File: src/design/petb_pkg.sv
// Shared constants, codes and controller/datapath interface types of the timer bank.
package petb_pkg;

  localparam int NUM_TIMERS = 4;
  // Bits that address one timer slot internally.
  localparam int TIDX_W = (NUM_TIMERS > 1) ? $clog2(NUM_TIMERS) : 1;
  // Wide enough for the bank size (up to 8) and the in-use count.
  localparam int CNT_W = 4;

  localparam int OP_W      = 2;
  localparam int IDX_W     = 2;
  localparam int TIME_W    = 32;
  localparam int INUSE_W   = 3;
  localparam int MASK_W    = 4;
  localparam int CFG_IDX_W = 3;
  localparam int NUM_PERIOD_REGS = 4;

  localparam int IN_TDATA_W  = ((IDX_W + TIME_W + 7) / 8) * 8;
  localparam int OUT_TDATA_W = ((2 * MASK_W + 7) / 8) * 8;

  localparam logic [OP_W-1:0] OP_TICK = 2'd0;
  localparam logic [OP_W-1:0] OP_RUN  = 2'd1;
  localparam logic [OP_W-1:0] OP_STOP = 2'd2;

  localparam logic [CFG_IDX_W-1:0] REG_IN_USE      = 3'd0;
  localparam logic [CFG_IDX_W-1:0] REG_PERIOD_BASE = 3'd1;

  localparam logic [TIME_W-1:0] PERIOD_RESET = 32'd1000;

  typedef struct packed {
    logic load;  // capture the accepted transaction, restart the walk
    logic step;  // examine one timer of a tick
    logic exec;  // apply a run or stop command
    logic emit;  // write the result register
  } petb_cmd_t;

  typedef struct packed {
    logic is_tick;
    logic walk_last;
    logic out_free;
  } petb_stat_t;

endpackage

File: src/design/periodic_event_timer_bank.sv
// Top level of the periodic event timer bank: controller plus datapath.
//
//  channel  direction  handshake             payload
//  in_      slave      in_tvalid/in_tready   in_tuser opcode, in_tdata index + time
//  out_     master     out_tvalid/out_tready out_tdata fire mask + enabled mask
//  cfg_     slave      cfg_valid/cfg_ready   cfg_index register, cfg_data value
//
// A tick is accepted while the controller idles; the walk then visits the timers one by
// one through a single subtract-and-compare unit, and last the result register is
// loaded. Run, stop and the unused opcode are accepted, applied, and then loaded into
// the result register. in_tready is high only while the controller idles, so one
// transaction is in work at a time; a result held by out_tready low does not stop
// the next transaction from being accepted, only its result write waits.
// rst_n is synchronous: it disables all timers, clears their last fire times, sets
// the in-use count to zero and every period to 1000. cfg_ready is always high.
module periodic_event_timer_bank (
  input  logic                                 clk,
  input  logic                                 rst_n,
  // Input transactions.
  input  logic                                 in_tvalid,
  output logic                                 in_tready,
  input  logic [petb_pkg::OP_W-1:0]            in_tuser,   // [1:0] opcode
  input  logic [petb_pkg::IN_TDATA_W-1:0]      in_tdata,   // [1:0] timer_index,
                                                           // [33:2] now_time, rest zero
  // Result transactions.
  output logic                                 out_tvalid,
  input  logic                                 out_tready,
  output logic [petb_pkg::OUT_TDATA_W-1:0]     out_tdata,  // [3:0] fire_mask,
                                                           // [7:4] enabled_mask
  // Configuration writes.
  input  logic                                 cfg_valid,
  output logic                                 cfg_ready,
  input  logic [petb_pkg::CFG_IDX_W-1:0]       cfg_index,
  input  logic [petb_pkg::TIME_W-1:0]          cfg_data
);
  import petb_pkg::*;

  petb_cmd_t  cmd;
  petb_stat_t stat;

  // The user must issue writes only while idle; the block does not enforce this and accepts them unconditionally.
  assign cfg_ready = 1'b1;

  petb_ctrl u_ctrl (
    .clk       (clk),
    .rst_n     (rst_n),
    .in_tvalid (in_tvalid),
    .in_tready (in_tready),
    .stat      (stat),
    .cmd       (cmd)
  );

  petb_dp u_dp (
    .clk        (clk),
    .rst_n      (rst_n),
    .cmd        (cmd),
    .stat       (stat),
    .in_tuser   (in_tuser),
    .in_tdata   (in_tdata),
    .cfg_we     (cfg_valid && cfg_ready),
    .cfg_index  (cfg_index),
    .cfg_data   (cfg_data),
    .out_tvalid (out_tvalid),
    .out_tready (out_tready),
    .out_tdata  (out_tdata)
  );

endmodule

File: src/design/petb_ctrl.sv
// Controller state machine of the timer bank.
module petb_ctrl (
  input  logic                  clk,
  input  logic                  rst_n,
  input  logic                  in_tvalid,
  output logic                  in_tready,
  input  petb_pkg::petb_stat_t  stat,
  output petb_pkg::petb_cmd_t   cmd
);
  import petb_pkg::*;

  localparam logic [1:0] S_IDLE = 2'd0;
  localparam logic [1:0] S_WALK = 2'd1;
  localparam logic [1:0] S_EMIT = 2'd2;

  logic [1:0] state_r;
  logic [1:0] state_nxt;

  always_comb begin
    cmd       = '0;
    state_nxt = state_r;
    in_tready = (state_r == S_IDLE);
    unique case (state_r)
      S_IDLE: begin
        if (in_tvalid) begin
          cmd.load  = 1'b1;
          state_nxt = S_WALK;
        end
      end
      S_WALK: begin
        if (stat.is_tick) begin
          cmd.step = 1'b1;
          if (stat.walk_last) state_nxt = S_EMIT;
        end else begin
          cmd.exec  = 1'b1;
          state_nxt = S_EMIT;
        end
      end
      S_EMIT: begin
        if (stat.out_free) begin
          cmd.emit  = 1'b1;
          state_nxt = S_IDLE;
        end
      end
      default: state_nxt = S_IDLE;
    endcase
  end

  always_ff @(posedge clk) begin
    if (!rst_n) state_r <= S_IDLE;
    else        state_r <= state_nxt;
  end

endmodule

File: src/design/petb_dp.sv
// Datapath of the timer bank: configuration, timer state, walk and result register.
module petb_dp (
  input  logic                                 clk,
  input  logic                                 rst_n,
  input  petb_pkg::petb_cmd_t                  cmd,
  output petb_pkg::petb_stat_t                 stat,
  input  logic [petb_pkg::OP_W-1:0]            in_tuser,
  input  logic [petb_pkg::IN_TDATA_W-1:0]      in_tdata,
  input  logic                                 cfg_we,
  input  logic [petb_pkg::CFG_IDX_W-1:0]       cfg_index,
  input  logic [petb_pkg::TIME_W-1:0]          cfg_data,
  output logic                                 out_tvalid,
  input  logic                                 out_tready,
  output logic [petb_pkg::OUT_TDATA_W-1:0]     out_tdata
);
  import petb_pkg::*;

  logic [INUSE_W-1:0]    in_use_r;
  logic [TIME_W-1:0]     period_r [NUM_TIMERS];
  logic [NUM_TIMERS-1:0] en_r;
  logic [NUM_TIMERS-1:0] fire_r;
  logic [TIME_W-1:0]     last_r [NUM_TIMERS];
  logic [OP_W-1:0]       op_r;
  logic [IDX_W-1:0]      idx_r;
  logic [TIME_W-1:0]     now_r;
  logic [TIDX_W-1:0]     walk_r;
  logic                  out_valid_r;
  logic [OUT_TDATA_W-1:0] out_data_r;

  logic [CNT_W-1:0]  live;
  logic [TIDX_W-1:0] cmd_slot;
  logic              cmd_ok;
  logic [TIME_W-1:0] elapsed;
  logic              hit;
  logic [MASK_W-1:0] fire_m;
  logic [MASK_W-1:0] en_m;

  // In-use counts above the bank size act as the bank size.
  assign live = (CNT_W'(in_use_r) > CNT_W'(NUM_TIMERS)) ? CNT_W'(NUM_TIMERS)
                                                         : CNT_W'(in_use_r);
  assign cmd_slot = TIDX_W'(idx_r);
  assign cmd_ok   = CNT_W'(idx_r) < live;
  // Wrapping subtraction gives elapsed time across a counter rollover.
  assign elapsed  = now_r - last_r[walk_r];
  assign hit      = en_r[walk_r] && (CNT_W'(walk_r) < live) && (elapsed >= period_r[walk_r]);

  always_comb begin
    fire_m = '0;
    en_m   = '0;
    for (int b = 0; b < MASK_W; b++) begin
      if (b < NUM_TIMERS) begin
        fire_m[b] = fire_r[b];
        en_m[b]   = en_r[b];
      end
    end
  end

  assign stat.is_tick   = (op_r == OP_TICK);
  assign stat.walk_last = (walk_r == TIDX_W'(NUM_TIMERS - 1));
  assign stat.out_free  = !out_valid_r || out_tready;

  // Configuration registers.
  always_ff @(posedge clk) begin
    if (!rst_n) begin
      in_use_r <= '0;
      for (int t = 0; t < NUM_TIMERS; t++) period_r[t] <= PERIOD_RESET;
    end else if (cfg_we) begin
      if (cfg_index == REG_IN_USE) in_use_r <= cfg_data[INUSE_W-1:0];
      for (int t = 0; t < NUM_TIMERS; t++) begin
        if (t < NUM_PERIOD_REGS && cfg_index == REG_PERIOD_BASE + CFG_IDX_W'(t))
          period_r[t] <= cfg_data;
      end
    end
  end

  // Timer state, walk position and result handshake.
  always_ff @(posedge clk) begin
    if (!rst_n) begin
      en_r        <= '0;
      fire_r      <= '0;
      walk_r      <= '0;
      out_valid_r <= 1'b0;
      for (int t = 0; t < NUM_TIMERS; t++) last_r[t] <= '0;
    end else begin
      if (cmd.load) begin
        walk_r <= '0;
        fire_r <= '0;
      end
      if (cmd.step) begin
        walk_r <= walk_r + 1'b1;
        if (hit) begin
          fire_r[walk_r] <= 1'b1;
          last_r[walk_r] <= now_r;
        end
      end
      if (cmd.exec && cmd_ok) begin
        case (op_r)
          OP_RUN: begin
            en_r[cmd_slot]   <= 1'b1;
            last_r[cmd_slot] <= now_r;
          end
          OP_STOP: en_r[cmd_slot] <= 1'b0;
          default: ;
        endcase
      end
      if (cmd.emit)      out_valid_r <= 1'b1;
      else if (out_tready) out_valid_r <= 1'b0;
    end
  end

  // Payload captures.
  always_ff @(posedge clk) begin
    if (cmd.load) begin
      op_r  <= in_tuser;
      idx_r <= in_tdata[IDX_W-1:0];
      now_r <= in_tdata[IDX_W +: TIME_W];
    end
    if (cmd.emit) out_data_r <= OUT_TDATA_W'({en_m, fire_m});
  end

  assign out_tvalid = out_valid_r;
  assign out_tdata  = out_data_r;

endmodule

File: config.mk
export PLATFORM = sky130hd
export DESIGN_NAME = periodic_event_timer_bank
export DESIGN_NICKNAME = d
export VERILOG_FILES = /design/src/design/petb_pkg.sv /design/src/design/periodic_event_timer_bank.sv /design/src/design/petb_ctrl.sv /design/src/design/petb_dp.sv
export SDC_FILE = /design/constraint.sdc
export NUM_CORES = 1
export LEC_CHECK = 0
export BUFFER_PORTS_ARGS = -buffer_cell sky130_fd_sc_hd__buf_2
export CAP_MARGIN = 40
export CORE_MARGIN = 2
export CORE_UTILIZATION = 60
export DETAILED_ROUTE_END_ITERATION = 10
export PLACE_DENSITY_LB_ADDON = 0.3
export REMOVE_ABC_BUFFERS = 1
export SLEW_MARGIN = 20
export SYNTH_ARGS = -nofsm -noshare
export SYNTH_HDL_FRONTEND = slang
export SYNTH_SLANG_ARGS = --single-unit
File: constraint.sdc
create_clock -name clk -period 12.75 [get_ports clk]
set_clock_uncertainty 0.1 [all_clocks]
set_input_delay 1.275 -clock clk [delete_from_list [all_inputs] [get_ports clk]]
set_output_delay 1.275 -clock clk [all_outputs]
set_load 0.1 [all_outputs]
==> results.txt, run 1 <==
The fraction of synthesized cell area in xor and xnor cells is 1.723%, and the transition time of the tightest slew-check pin is 0.7783 ns. Total routing usage reported by global routing: 23.70%. The synthesized-area fraction occupied by and/or/nand/nor cells was 13.97%; the final worst-path cycle share was 55.56%. The startpoint class of the critical path is a flop. For this design the top-level I/O count stands at 93. STA classifies the critical path endpoint as a flop. For the number of global-route vias before repair, the log shows 9413.

Counting flops with an async set or reset pin after synthesis yields a share of 0%. The flow ran to the end, and the final reports show no timing, DRC or antenna violations. Setup repair after global routing left no endpoint under its margin. For the number of hold violations in the final report, the log shows 0.

The first global-routing pass estimated 51000 µm of wire. The tools report the final-report setup violation count as 0. From synthesis to final layout, the design area changed by 12.86%. The longest clock path from root to sink contains 3 buffers. At the end of routability-driven placement, the weighted congestion stood at 0.8232. Of the synthesized area, sequential elements account for 59.46%. The kind of critical path is reg -> reg.

The number of antenna violations at the first check in global routing came out at 5. Summed over all cells, the static leakage comes to 6.782 nW. The synthesized area divided by synthesized cell count is 14.13 µm².

In this run the tool buffered the top-level ports with 85 buffer cells. The total power of the final layout was 2.441 mW; the maximum clock frequency was 141.2 MHz. Entering global routing, the biggest net connects 41 pins. Summing the areas of all compound-gate instances in the mapped netlist gives 6.003% of the synthesized area. Yosys printed 0 warnings. The min-delay analysis places its worst path in the category reg -> reg. The die boundary height was 166.1 µm. The floorplan has 59 rows. Clock-pin slew was measured on the worst setup and hold paths at 0.06 ns.

The wire length per cell was 20.29 µm; the share of post-route cells with drive strength above 1 was 19.64%. The setup slack of the critical path after layout is 5.666 ns. In this run the biggest area consumer among cell types represents 57.17% of the synthesized area.

The initial utilization of the core area, before any placement, comes to 60.81%. The share of synthesized cell area in full adder, half adder and majority cells came out at 5.923%. Among cell families on the critical path, the largest total delay comes from compound AO/OA/AOI/OAI gates. Worst-path cell with the longest stage delay: sky130_fd_sc_hd__dfxtp_2. The most used flip-flop cell after synthesis is sky130_fd_sc_hd__edfxtp_1. In this run the tightest slew margin relative to its limit is 47.38%. For this block, the initial DRC count from the detailed router was 696. The number of routed nets with antenna violations was 0.

For the post-placement cell count, the log shows 1510. The cts-stage hold buffer count was 0. The die covers 27570 µm². The finished layout holds 1578 standard cells, fillers aside. After the last flow step, the layout net total stands at 1371. At the worst endpoint, the required time is 12.78 ns. Before antenna repair, the detailed router went through 5 iterations. Detailed placement finished with a half-perimeter wire length of 20990 µm. The run gives 0 as the post-CTS repair timing setup buffer count. Timing analysis after detailed placement gives a worst setup slack of 5.189 ns. The count of max-cap constraint violations is 0. Largest family of logic cells by synthesized area: simple AND/OR/NAND/NOR gates. The critical path arrival came out at 7.12 ns.

After routing, the total negative slack on setup checks comes to 0 ns. After synthesis the cells add up to 15760 µm². The maximum level of the CTS H-tree was 2; the clock sink count was 318.

The worst-case IR drop observed on VDD is 0.1176 mV. The mux contribution to synthesized area is 9.544%, and the total of cells resized after clock tree synthesis is 0. TritonCTS built the clock tree.

The sum of routed wire length over all layers was 32020 µm; the power per cell area was 137.3 nW/µm². In this run, CTS created clock tree buffers numbering 35. The routed layout has 9074 vias. The post-detailed-route via-to-cell ratio is 5.750, and the post-synthesis sequential element count is 318. The cell count after synthesis came out at 1115. Of all nets on the critical path, the largest fanout is 32. The floorplan die width is 166.1 µm, and the highest cell delay on the worst timing path is 0.82 ns. The synthesized design contains 300 enable-type register cells. The logs give 0 for the post-route DRC violation count and 25910 µm² for the area of the core region.

Traced cell by cell, the critical path runs through mux4_2 -> ha_1 -> inv_1 -> fa_1 -> a21o_1 -> a221o_1 -> a21oi_1 -> o311ai_1 -> nand2_1 -> o21ai_1 -> a211oi_1 -> o21ai_1 -> xnor2_1 -> ha_1 -> nand4_1 -> nor3_4 -> nand2_2 -> a31oi_4 -> o21ai_2 -> a32oi_4 -> nand2b_1 -> buf_4. By area the synthesized netlist is led by sky130_fd_sc_hd__edfxtp_1 (57%), sky130_fd_sc_hd__mux4_2 (9.3%), sky130_fd_sc_hd__and2_1 (9.3%). The critical path contains buffers and inverters numbering 2 combined. The post-synthesis cell type with the largest combined area was sky130_fd_sc_hd__edfxtp_1. The count of pins over their slew limit came out at 0. The global route total overflow was 0. Counting distinct cell types in the post-synthesis netlist gives 65. The cell at the root of the clock tree was sky130_fd_sc_hd__clkbuf_16. For the worst-skew pair, the clock arrives at the later sink with an insertion delay of 0.51 ns. The smallest clock period supported by the final layout is computed as 7.084 ns.
[final timing paths]
kind	to	startpoint	slack (ns)	depth (start not counted)
setup / recovery	u_dp.last_r[1][30]	flop	5.67	22
hold / removal	u_dp.out_tdata[3]	u_dp.fire_m[3]	0.34	0
setup reg to reg	u_dp.last_r[1][30]	flop	5.67	22
hold reg to reg	u_dp.out_tdata[3]	u_dp.fire_m[3]	0.34	0
[layout by cell type (no fill, tap or decap), types with 9 or more instances in the layout]
| cell type | instances |
|---|---|
| sky130_fd_sc_hd__o21ai_0 | 11 |
| sky130_fd_sc_hd__buf_4 | 10 |
| sky130_fd_sc_hd__xnor2_1 | 23 |
| sky130_fd_sc_hd__or3_1 | 20 |
| sky130_fd_sc_hd__inv_1 | 76 |
| sky130_fd_sc_hd__nand4_1 | 9 |
| sky130_fd_sc_hd__nor2_1 | 30 |
| sky130_fd_sc_hd__dfxtp_1 | 16 |
| sky130_fd_sc_hd__edfxtp_1 | 300 |
| sky130_fd_sc_hd__and2_1 | 232 |
| sky130_fd_sc_hd__nand3_1 | 9 |
| sky130_fd_sc_hd__clkbuf_1 | 10 |
| sky130_fd_sc_hd__nand2_1 | 18 |
| sky130_fd_sc_hd__nand2b_1 | 15 |
| sky130_fd_sc_hd__clkbuf_16 | 35 |
| sky130_fd_sc_hd__a21o_1 | 24 |
| sky130_fd_sc_hd__a21oi_1 | 39 |
| sky130_fd_sc_hd__buf_2 | 85 |
| sky130_fd_sc_hd__mux4_2 | 65 |
| sky130_fd_sc_hd__ha_1 | 73 |
[metrics by stage]
stage                     hold WS, ns  util (%)  area (µm²)
final                          0.3404     68.63       17780
after global routing           0.3540     68.59       17770
after CTS                      0.3455     68.41       17730
after detailed placement       0.3289     64.32       16670
after global placement         0.3190     63.61       16480
after floorplan                0.3091         -       15510
[synth_stat cells, drive strengths merged, types with 4 or more instances]
master	n
edfxtp	300
and2	233
inv	76
ha	73
mux4	65
a21oi	39
nor2	33
clkbuf	25
a21o	24
xnor2	23
nand2	22
or3	20
buf	19
dfxtp	18
o21ai	17
nand2b	15
nand3	9
nand4	9
nor2b	8
nor3	8
xor2	8
a211oi	6
o21a	6
a22o	5
and3	5
o211ai	5
o21bai	5
a31oi	4
mux2i	4
or2	4
[sequential cells by signal (all words and copies together) (netlist names), named ones only]
name             count
u_dp.last_r        128
u_dp.period_r      128
u_dp.now_r          32
u_dp.out_tdata       8
u_dp.fire_m          4
u_dp.in_use_r        3
u_ctrl.state_r       2
u_dp.cmd_slot        2
u_dp.op_r            2
u_dp.walk_r          2
u_dp.out_tvalid      1
[power by group]
| group | switching, mW | leakage [nW] | total (mW) | internal (mW) |
|---|---|---|---|---|
| combinational | 0.156 | 3.14 | 0.273 | 0.117 |
| clock | 0.385 | 0.518 | 0.951 | 0.565 |
| sequential | 0.0233 | 3.13 | 1.22 | 1.19 |
| total | 0.564 | 6.78 | 2.44 | 1.88 |
[routing by layer]
layer  track usage [%]  part of all wire, %
met3             4.671                  5.7
met2             40.63                   50
met4             6.578                  1.8
met5                 0                    0
met1             31.20                   42
[layout make-up]
cell class / count / area, µm²
antenna: 6 / 15.01
multi-input combinational: 677 / 5911
inverter: 76 / 285.3
fill: 1795 / 8128
timing repair buffer: 107 / 719.4
sequential: 318 / 9374
clock inverter: 14 / 146.4
tap: 335 / 419.2
clock buffer: 45 / 913.4
[kinds of logic after synthesis]
family,Yosys count
and+or+nand+nor,373
DFF,318
buffers and inverters,120
other,1
muxes,69
AOI/OAI and AO/OA,129
adders and majority gates,74
xor gates and xnor gates,31
Power figures use the tool's default switching activity.
==> run 2: changes to the inputs <==
clock period = 7.4 ns   (was 12.75 ns; I/O delays follow)
==> run 2 against run 1 <==
Net effect: power is 73% higher; clock-buffer cell count is 7 lower; worst hold slack worse by 0.047 ns; register-to-register slack worse by 4.8 ns; clock power is 74% higher; fmax is 9.1% higher; final cell count is 0.19% higher; sequential share of layout area hardly changed.
==> results.txt, run 2 (synthesized netlist as in run 1, its figures left out) <==
Prior to clock tree synthesis, the placed netlist has a worst setup slack of 0.8753 ns. The tools report the half-perimeter wire length after placement as 21140 µm. Using the TritonRoute via totals, the vias-per-cell ratio works out to 5.778. The wire length per cell came out at 20.67 µm. Floorplan die width: 166.1 µm.

Worst slew margin relative to its limit: 53.57%. The logs give 1775 for the count of filler cells inserted in the layout and 0.52 ns for the insertion delay to the later sink of the worst-skew pair. Critical path data required time: 7.50 ns. Final worst-path cycle share: 87.78%.

IR analysis of the VDD net gives a maximum drop of 0.2500 mV. The tools report the count of pins over their slew limit as 0. The routed design has 32670 µm of wire.

The setup slack of the critical path after layout was 0.9039 ns; the number of hold violations in the final report was 0. After detailed routing, the number of remaining DRC violations is 0. Derived from the worst setup path, the maximum achievable clock frequency is 153.9 MHz. The clock period minus worst slack is 6.496 ns. After clock tree synthesis, the clock-pin slew on the worst setup and hold paths is 0.06 ns. The area of all placed cells without fillers was 17780 µm².

The total area inside the core boundary comes to 25910 µm². Max-cap violations in this run came to 0. Summed over all layers, the global routing overflow is 0. Count of nets after finishing: 1374. The die is 166.1 µm tall. The run finished with clean final reports.

Number of antenna violations at the first check in global routing: 3. Data on the critical path arrives at its endpoint at 6.60 ns. The total power of the final layout came out at 4.218 mW.

Kind of critical path: reg -> reg. Walking the worst path, the cells encountered are mux4_2 -> inv_1 -> ha_1 -> and3_1 -> a211oi_1 -> a21oi_1 -> o21ai_0 -> o41ai_1 -> o211a_1 -> or2_2 -> a41o_1 -> xnor2_1 -> ha_1 -> nand4_1 -> nor3_4 -> nand2_2 -> a31oi_4 -> o21ai_4 -> o31ai_4 -> or2_2 -> buf_4. The largest buffer count on any clock path was 3.

The slowest stage of the critical path belongs to the cell sky130_fd_sc_hd__dfxtp_4. Summed over all cells, the static leakage comes to 6.797 nW. The pin count of the biggest net entering global routing is 39. CTS built an H-tree with a depth of 2. The top cell types in the final layout, fill and taps aside, are sky130_fd_sc_hd__edfxtp_1 (300), sky130_fd_sc_hd__and2_1 (232), sky130_fd_sc_hd__buf_2 (85). For the clock sink count, the log shows 318. The run gives 60.81% as the initial core utilization. Starting DRC count in detailed routing: 766. The area growth from synthesis to layout is 12.82%. The overall die area is 27570 µm², and the final-report setup violation count is 0.

Input and output buffers added on the ports amount to 85. In this run the clock root is driven by a sky130_fd_sc_hd__clkbuf_16. Post-CTS repair changed the size of 0 cells.

The library cell used most frequently in the layout, excluding fill and tap cells, is sky130_fd_sc_hd__edfxtp_1. The worst setup path is launched from a flop. For this design the ratio of total power to cell area is 237.2 nW/µm². Class of the worst hold path: in -> reg. The number of global-route vias before repair was 9588.

The worst setup path is captured at a flop. The first global-routing pass estimated 51890 µm of wire. In this run the core area contains 59 standard-cell rows. Once placement finished, the instance area stood at 16640 µm².

The tools report the total clock buffers created by CTS as 34. The length of the first detailed-routing pass in iterations was 5; the post-CTS repair timing setup buffer count was 0. The number of routed nets with antenna violations was 0; the total I/O pin count was 93.

Hold timing on the final database bottoms out at a slack of 0.2931 ns. Fraction of the core area covered by cells at the end of the flow: 68.61%. TritonCTS built the clock tree. The share of post-route cells with drive strength above 1 came out at 20.03%. After clock tree synthesis, the flow added hold-fix buffers numbering 0.

Along the worst path, the maximum fanout reaches 23. For the pin with the worst max-slew slack, the measured transition is 0.6965 ns. Routability-driven placement finished with a final weighted congestion of 0.8583. The number of vias in the routed layout came out at 9135.

For the total routing usage reported by global routing, the log shows 24.17%. On the worst path, the slowest cell contributes a delay of 0.67 ns. The largest registers in the layout are u_dp.last_r x128, u_dp.period_r x128, u_dp.now_r x32. Setup repair after global routing left no endpoint under its margin.
[run 2: changes by cell type in the layout (fill, tap and decap cells not counted), moves of 3 or more]
cell | previous run | this run
sky130_fd_sc_hd__diode_2 | 6 | 3
sky130_fd_sc_hd__clkbuf_1 | 10 | 3
sky130_fd_sc_hd__buf_4 | 10 | 18
sky130_fd_sc_hd__buf_12 | 5 | 2
sky130_fd_sc_hd__clkinv_1 | 5 | 12
[run 2: through the flow]
stage                     TNS (ns)  cells
after floorplan            -132.32   1071
after CTS                        0   1575
final                            0   1581
after global routing             0   1579
after detailed placement         0   1514
after global placement           0   1508
[run 2: worst paths after layout]
check,cells after the start,slack (ns),start,endpoint
setup / recovery,21,0.90,flop,u_dp.last_r[0][15]
hold / removal,1,0.29,in_tuser[1],u_dp.op_r[1]
setup reg to reg,21,0.90,flop,u_dp.last_r[0][15]
hold reg to reg,0,0.34,u_dp.fire_m[3],u_dp.out_tdata[3]
[run 2: cell type report]
type	count	area, µm²	area share (%)
sequential	318	9374	52.73
antenna	3	7.507	0.04223
clock buffer	38	887.1	4.990
clock inverter	23	200.2	1.126
inverter	76	285.3	1.605
multi-input combinational	677	5911	33.25
timing repair buffer	111	694.4	3.906
tap	335	419.2	2.358
[run 2: layer usage]
layer / track usage (%) / vias to the layer above / wire (µm)
li1: - / 4299 / -
met5: 0 / - / 0
met4: 7.637 / 0 / 772
met2: 40.50 / 261 / 16320
met1: 32.78 / 4508 / 13840
met3: 4.051 / 67 / 1732
[run 2: report_power, final]
group | internal, mW | switching [mW]
Sequential | 2.06 | 0.0427
Clock | 0.970 | 0.682
Combinational | 0.199 | 0.265
Total | 3.23 | 0.990
[run 2: critical path, delay by kind of cell, from the launching register on]
| kind | cells | cell delay [ns] |
|---|---|---|
| fa+ha+maj | 2 | 0.58 |
| simple gates | 6 | 1.53 |
| compound gates | 9 | 2.18 |
| mux | 1 | 0.58 |
| xor+xnor | 1 | 0.15 |
| flops | 1 | 0.67 |
| buf+inv | 2 | 0.37 |
